--- src/rtl/core/ukf_pkg.sv ---
// Package for the unique-key FIFO: widths, status codes, command codes, sequencer states, cell control.
package ukf_pkg;

  localparam int DEPTH_DEF = 16;
  localparam int DATA_W    = 32;
  localparam int STAT_W    = 3;
  localparam int OCC_W     = 5;

  typedef enum logic [STAT_W-1:0] {
    STAT_ENQUEUED  = 3'd0,
    STAT_DUPLICATE = 3'd1,
    STAT_FULL      = 3'd2,
    STAT_DEQUEUED  = 3'd3,
    STAT_EMPTY     = 3'd4
  } status_t;

  typedef enum logic {
    CMD_ENQ = 1'b0,
    CMD_DEQ = 1'b1
  } cmd_t;

  typedef enum logic [1:0] {
    ST_IDLE,
    ST_CMP,
    ST_UPD
  } state_t;

  typedef struct packed {
    logic              shift;
    logic              enq;
    logic [DATA_W-1:0] cmp_key;
    logic [DATA_W-1:0] wr_value;
  } cell_ctrl_t;

endpackage

--- src/rtl/core/ukf_cell.sv ---
// One storage cell of the queue row: holds a pair, compares its key, shifts toward the head.
module ukf_cell (
  input  logic                      clk,
  input  logic                      rst,
  input  ukf_pkg::cell_ctrl_t       ctrl,
  input  logic                      prev_valid,
  input  logic                      nxt_valid,
  input  logic [ukf_pkg::DATA_W-1:0] nxt_key,
  input  logic [ukf_pkg::DATA_W-1:0] nxt_value,
  output logic                      valid,
  output logic [ukf_pkg::DATA_W-1:0] key,
  output logic [ukf_pkg::DATA_W-1:0] value,
  output logic                      match
);
  import ukf_pkg::*;

  logic wr_here;

  // first free cell takes the new word
  assign wr_here = ctrl.enq && !valid && prev_valid;

  always_ff @(posedge clk) begin
    if (rst) begin
      valid <= 1'b0;
    end else if (ctrl.shift) begin
      valid <= nxt_valid;
    end else if (wr_here) begin
      valid <= 1'b1;
    end
  end

  always_ff @(posedge clk) begin
    if (ctrl.shift) begin
      key   <= nxt_key;
      value <= nxt_value;
    end else if (wr_here) begin
      key   <= ctrl.cmp_key;
      value <= ctrl.wr_value;
    end
  end

  always_ff @(posedge clk) begin
    if (rst) begin
      match <= 1'b0;
    end else begin
      match <= valid && (key == ctrl.cmp_key);
    end
  end

endmodule

--- src/rtl/core/unique_key_fifo_core.sv ---
// Top level of the unique-key FIFO: row of cells, sequencer and result register.
// An accepted word is registered, its key compare across the cell row is registered,
// and its result is registered in the update state, which waits while a result is held.
// A new word is taken only in the idle state, after the previous word's update.
// Reset (synchronous, active high) empties every cell, clears the count and
// drops out_valid; stored keys and data are not cleared.
module unique_key_fifo_core #(
  parameter int DEPTH = ukf_pkg::DEPTH_DEF
) (
  input  logic                              clk,
  input  logic                              rst,
  input  logic                              in_valid,
  output logic                              in_ready,
  input  logic                              cmd,
  input  logic signed [ukf_pkg::DATA_W-1:0] key,
  input  logic signed [ukf_pkg::DATA_W-1:0] value_in,
  output logic                              out_valid,
  input  logic                              out_ready,
  output logic        [ukf_pkg::STAT_W-1:0] status,
  output logic signed [ukf_pkg::DATA_W-1:0] out_key,
  output logic signed [ukf_pkg::DATA_W-1:0] out_value,
  output logic        [ukf_pkg::OCC_W-1:0]  occupancy,
  output logic                              is_empty
);
  import ukf_pkg::*;

  localparam int CNT_W = $clog2(DEPTH + 1);

  state_t            state, state_next;
  logic              op_cmd;
  logic [DATA_W-1:0] op_key;
  logic [DATA_W-1:0] op_value;
  logic [CNT_W-1:0]  count, count_next;

  logic              out_free;
  logic              do_update;
  logic              hit, full, empty;
  logic              enq_ok, deq_ok;
  status_t           stat_w;
  cell_ctrl_t        ctrl;

  logic [DEPTH-1:0]  cell_valid;
  logic [DEPTH-1:0]  cell_match;
  logic [DATA_W-1:0] cell_key   [DEPTH];
  logic [DATA_W-1:0] cell_value [DEPTH];

  // accepted word
  always_ff @(posedge clk) begin
    if (in_valid && in_ready) begin
      op_cmd   <= cmd;
      op_key   <= key;
      op_value <= value_in;
    end
  end

  always_ff @(posedge clk) begin
    if (rst) begin
      state <= ST_IDLE;
    end else begin
      state <= state_next;
    end
  end

  assign out_free = !out_valid || out_ready;

  always_comb begin
    state_next = state;
    case (state)
      ST_IDLE: if (in_valid) state_next = ST_CMP;
      ST_CMP:  state_next = ST_UPD;
      ST_UPD:  if (out_free) state_next = ST_IDLE;
      default: state_next = ST_IDLE;
    endcase
  end

  always_comb begin
    in_ready  = 1'b0;
    do_update = 1'b0;
    case (state)
      ST_IDLE: in_ready  = !rst;
      ST_CMP:  ;
      ST_UPD:  do_update = out_free;
      default: ;
    endcase
  end

  assign hit   = |cell_match;
  assign full  = (count == CNT_W'(DEPTH));
  assign empty = (count == '0);

  always_comb begin
    enq_ok     = 1'b0;
    deq_ok     = 1'b0;
    count_next = count;
    stat_w     = STAT_EMPTY;
    if (op_cmd == CMD_ENQ) begin
      if (hit) begin
        stat_w = STAT_DUPLICATE;
      end else if (full) begin
        stat_w = STAT_FULL;
      end else begin
        stat_w     = STAT_ENQUEUED;
        enq_ok     = do_update;
        count_next = count + 1'b1;
      end
    end else begin
      if (empty) begin
        stat_w = STAT_EMPTY;
      end else begin
        stat_w     = STAT_DEQUEUED;
        deq_ok     = do_update;
        count_next = count - 1'b1;
      end
    end
  end

  assign ctrl.shift    = deq_ok;
  assign ctrl.enq      = enq_ok;
  assign ctrl.cmp_key  = op_key;
  assign ctrl.wr_value = op_value;

  // cell 0 is the head; words move one cell toward it on each dequeue
  for (genvar i = 0; i < DEPTH; i++) begin : g_cell
    logic              prev_v;
    logic              nxt_v;
    logic [DATA_W-1:0] nxt_k;
    logic [DATA_W-1:0] nxt_d;

    if (i == 0) begin : g_first
      assign prev_v = 1'b1;
    end else begin : g_mid
      assign prev_v = cell_valid[i-1];
    end

    if (i == DEPTH - 1) begin : g_last
      assign nxt_v = 1'b0;
      assign nxt_k = op_key;
      assign nxt_d = op_value;
    end else begin : g_inner
      assign nxt_v = cell_valid[i+1];
      assign nxt_k = cell_key[i+1];
      assign nxt_d = cell_value[i+1];
    end

    ukf_cell u_cell (
      .clk        (clk),
      .rst        (rst),
      .ctrl       (ctrl),
      .prev_valid (prev_v),
      .nxt_valid  (nxt_v),
      .nxt_key    (nxt_k),
      .nxt_value  (nxt_d),
      .valid      (cell_valid[i]),
      .key        (cell_key[i]),
      .value      (cell_value[i]),
      .match      (cell_match[i])
    );
  end

  always_ff @(posedge clk) begin
    if (rst) begin
      count     <= '0;
      out_valid <= 1'b0;
    end else begin
      if (do_update) begin
        count     <= count_next;
        out_valid <= 1'b1;
      end else if (out_ready) begin
        out_valid <= 1'b0;
      end
    end
  end

  always_ff @(posedge clk) begin
    if (do_update) begin
      status    <= stat_w;
      out_key   <= (stat_w == STAT_DEQUEUED) ? cell_key[0] : '0;
      out_value <= (stat_w == STAT_DEQUEUED) ? cell_value[0] : '0;
      occupancy <= OCC_W'(count_next);
      is_empty  <= (count_next == '0);
    end
  end

endmodule

--- config.mk ---
export PLATFORM = sky130hd
export DESIGN_NAME = unique_key_fifo_core
export DESIGN_NICKNAME = d
export VERILOG_FILES = /design/src/rtl/core/ukf_pkg.sv /design/src/rtl/core/ukf_cell.sv /design/src/rtl/core/unique_key_fifo_core.sv
export SDC_FILE = /design/constraint.sdc
export NUM_CORES = 2
export LEC_CHECK = 0
export BUFFER_PORTS_ARGS = -buffer_cell sky130_fd_sc_hd__buf_2
export CORE_MARGIN = 1.5
export CORE_UTILIZATION = 38
export CTS_BUF_LIST = sky130_fd_sc_hd__clkbuf_16
export CTS_CLUSTER_SIZE = 14
export DETAILED_ROUTE_END_ITERATION = 7
export PLACE_DENSITY_LB_ADDON = 0.15
export SLEW_MARGIN = 15
export SYNTH_ARGS = -nofsm -noshare
export SYNTH_HDL_FRONTEND = slang
export SYNTH_SLANG_ARGS = --single-unit
--- constraint.sdc ---
create_clock -name clk -period 12.35 [get_ports clk]
set_input_delay 0.6175 -clock clk [delete_from_list [all_inputs] [get_ports clk]]
set_output_delay 0.6175 -clock clk [all_outputs]
set_load 0.02 [all_outputs]
==> impl_metrics.ini <==
[status]
status = complete, no violations

[global_routing]
grt_max_degree = 197
grt.total_usage_pct = 18.2
grt_pass1_wl_um = 187000
grt.overflow.total = 0
grt_pass1_vias = 29700
antenna_found_initial = 1

[worst_setup_path]
setup.worst_path.start_class = flop
cp.required_ns = 12.95
critPathSlowestCell = buf_4
path_max_fanout = 195
critPathArrivalTime_ns = 5.74
worst_setup_path_end_kind = flop
cp_cell_sequence = nand2b_1 -> nor2_4 -> buf_4 -> and2_4 -> buf_12 -> buf_4 -> nand2_1 -> nand2_1
path_class = reg2reg
crit_path_max_incr_delay_ns = 0.97

[floorplanning]
die_x_um = 372
rows = 135
start_util_pct = 38.3
dieHeight_um = 372
core-area_um2 = 135000
die_area_um2 = 139000
pin_count = 144

[route]
wl_per_cell_um = 19.7
drtIter0Drc = 2492
drc_errors = 0
drt-total-wl_um = 126000
num_vias = 30300
postRouteAntennaNets = 0
first_pass_iters = 6
viasPerCell = 4.74

[logic_synthesis]
synth-edff-count = 1162
synth_top_area_cell = edfxtp_1
yosysWarningCount = 0
ys_ff_latch = 1202
synth-xor-area-share_pct = 8.64
syn_nets = 4436
yosys-top-cells-area = edfxtp_1 (67%), nand2_1 (15%), xnor2_1 (4.8%), xor2_1 (3.9%), buf_6 (2.0%)
synth_top_family_by_area = simple AND/OR/NAND/NOR gates
synth_async_sr_flop_share_pct = 0
avgSynthCellArea_um2 = 11.9
synth_top_area_share_pct = 67.4
ys.flop_type = edfxtp_1
synthCells = 4365
synth-simple-area-share_pct = 18.2
synth_adder_area_share_pct = 0.0483
synth_area_um2 = 51800
post_synth_num_cell_types = 42
seq_area_frac_synth_pct = 68.9
synth.area.mux_share_pct = 0.0773
synth_compound_area_share_pct = 0.698

[pwr]
fin_total_pwr_mw = 8.59
p_switching_mw = 1.84
leakage_nw = 20.8
pwr_density_cell_nw_per_um2 = 147
power.internal_mw = 6.75
switching_share_pct = 21.5
seqPwrFrac_pct = 52.5
clock_power_share_pct = 43.6
comb_power_share_pct = 3.9
ir_drop_uv = 121

[layout]
area_growth_pct = 12.9
layout_common_cells = nand2_1 (2,001), edfxtp_1 (1,162), xnor2_1 (283)
layout_commonest_cell = nand2_1
multi_input_area_um2 = 14500
drive_gt1_share_pct = 8.90
diodes = 0
layout.cells.non_filler = 6400
nFillCells = 12700
seq_area_um2 = 35700
nNetsFinal = 4580

[clock_tree]
clock_latency_ns = 0.76
cts_root_buffer = clkbuf_16
cts_tree = done
cts_setup_buffers = 0
cts_buffers = 137
clock_path_buffers = 3
cts_hold_buf = 62
clk_pin_slew_ns = 0.06
htree_levels = 4
cts.repair.resized = 0
clock-sinks = 1202

[sta]
hold_viol = 0
setup_tns_ns = 0
slew_headroom_pct = 22.1
slew_violations = 0
setup_ws_ns = 7.21
tightest_slew_ns = 1.17
period_needed_ns = 5.14
skew_ns = 0.0293
rsz0062_at_grt = no
fmax_ghz = 0.195
whs_ns = 0.0695
period_share_pct = 41.6
setup_viol = 0

[min_path]
hp-class = in2reg

[placed_design]
dp.cells = 6089
dp_hpwl_um = 84500
place_congestion = 0.944
io_buffers = 143
pre_cts_slack_ns = 6.82

[job]
cap_violations = 0
-- power groups by stage --
stage / clock, mW / sequential (mW) / combinational (mW)
2_1_floorplan: 0 / 4.60 / 0.195
3_3_place_gp: 0 / 4.60 / 0.320
3_5_place_dp: 0 / 4.60 / 0.324
4_1_cts: 3.85 / 4.51 / 0.340
5_1_grt: 4.01 / 4.51 / 0.370
6_report: 3.75 / 4.51 / 0.334
-- stage by stage --
step | utilization (%) | instance area (um^2)
after CTS | 43.2 | 58400
after detailed placement | 39.7 | 53700
after floorplan | - | 51800
final | 43.2 | 58400
after global placement | 39.7 | 53700
after global routing | 43.2 | 58400
-- path summary, 6_finish.rpt --
check                           start                    endpoint  slack (ns)  cells past startpoint
setup / recovery             state[0]   g_cell[12].u_cell.key[10]        7.21                      8
hold / removal           value_in[12]        g_cell[15].nxt_d[12]        0.07                      1
setup reg to reg             state[0]   g_cell[12].u_cell.key[10]        7.21                      8
hold reg to reg   g_cell[15].nxt_d[5]  g_cell[15].u_cell.value[5]        0.44                      0
-- layout make-up --
class / instances / area share (%)
inverter: 9 / 0.0578
sequential: 1202 / 61.1
tap: 1781 / 3.81
multi-input combinational: 2891 / 24.8
clock inverter: 106 / 0.957
timing repair buffer: 268 / 3.14
clock buffer: 143 / 6.12
-- flip-flops by register name (all words and copies together) (netlist names) --
name and flops:
g_cell.u_cell.value 512, op_cmd 1, state 2, g_cell.u_cell.valid 16, g_cell.u_cell.match 16, g_cell.nxt_k 32, g_cell.nxt_d 32, is_empty 1
count 5, status 3, out_key 32, occupancy 5, g_cell.u_cell.key 512, out_value 32, out_valid 1
-- cells by family (layout without fill, tap and decap cells) --
| kind of cell | count (synthesis) | count (layout) |
|---|---|---|
| AO/OA/AOI/OAI | 58 | 58 |
| XOR/XNOR | 511 | 511 |
| adder cells (fa/ha/maj) | 2 | 2 |
| buffers and inverters | 272 | 526 |
| flip-flops | 1202 | 1202 |
| multiplexers | 4 | 4 |
| AND/OR/NAND/NOR | 2316 | 2316 |
-- critical path: cells and delay by family, from the launching register on --
family / cells / cell delay [ns]
AND/OR/NAND/NOR: 5 / 1.96
flip-flops: 1 / 0.33
buffers and inverters: 3 / 2.38
-- Yosys cell counts, types with 2 or more instances --
cell type  count
xor2_1       228
and2_1        68
nor2_1        39
nor4_1        83
edfxtp_1    1162
a21oi_1       11
a31oi_1        2
and4_1        17
inv_1          9
clkbuf_1     113
nor2b_1        3
nand3_1        5
buf_2         58
nand4_1       83
nor3_1         5
nand2_1     2001
a211oi_1      14
buf_6         90
o21ai_0       22
dfxtp_1       40
ha_1           2
nand2b_1       3
and3_1         3
mux2i_1        4
xnor2_1      283
-- layer usage --
metal	track usage (%)	up-vias	share of wire, %
li1	-	15000	-
met1	25.9	14600	48
met2	28.5	609	46
met3	2.76	177	3.9
met4	6.13	0	2.6
met5	0	-	0
No activity file was read; power rests on OpenSTA's default activity.
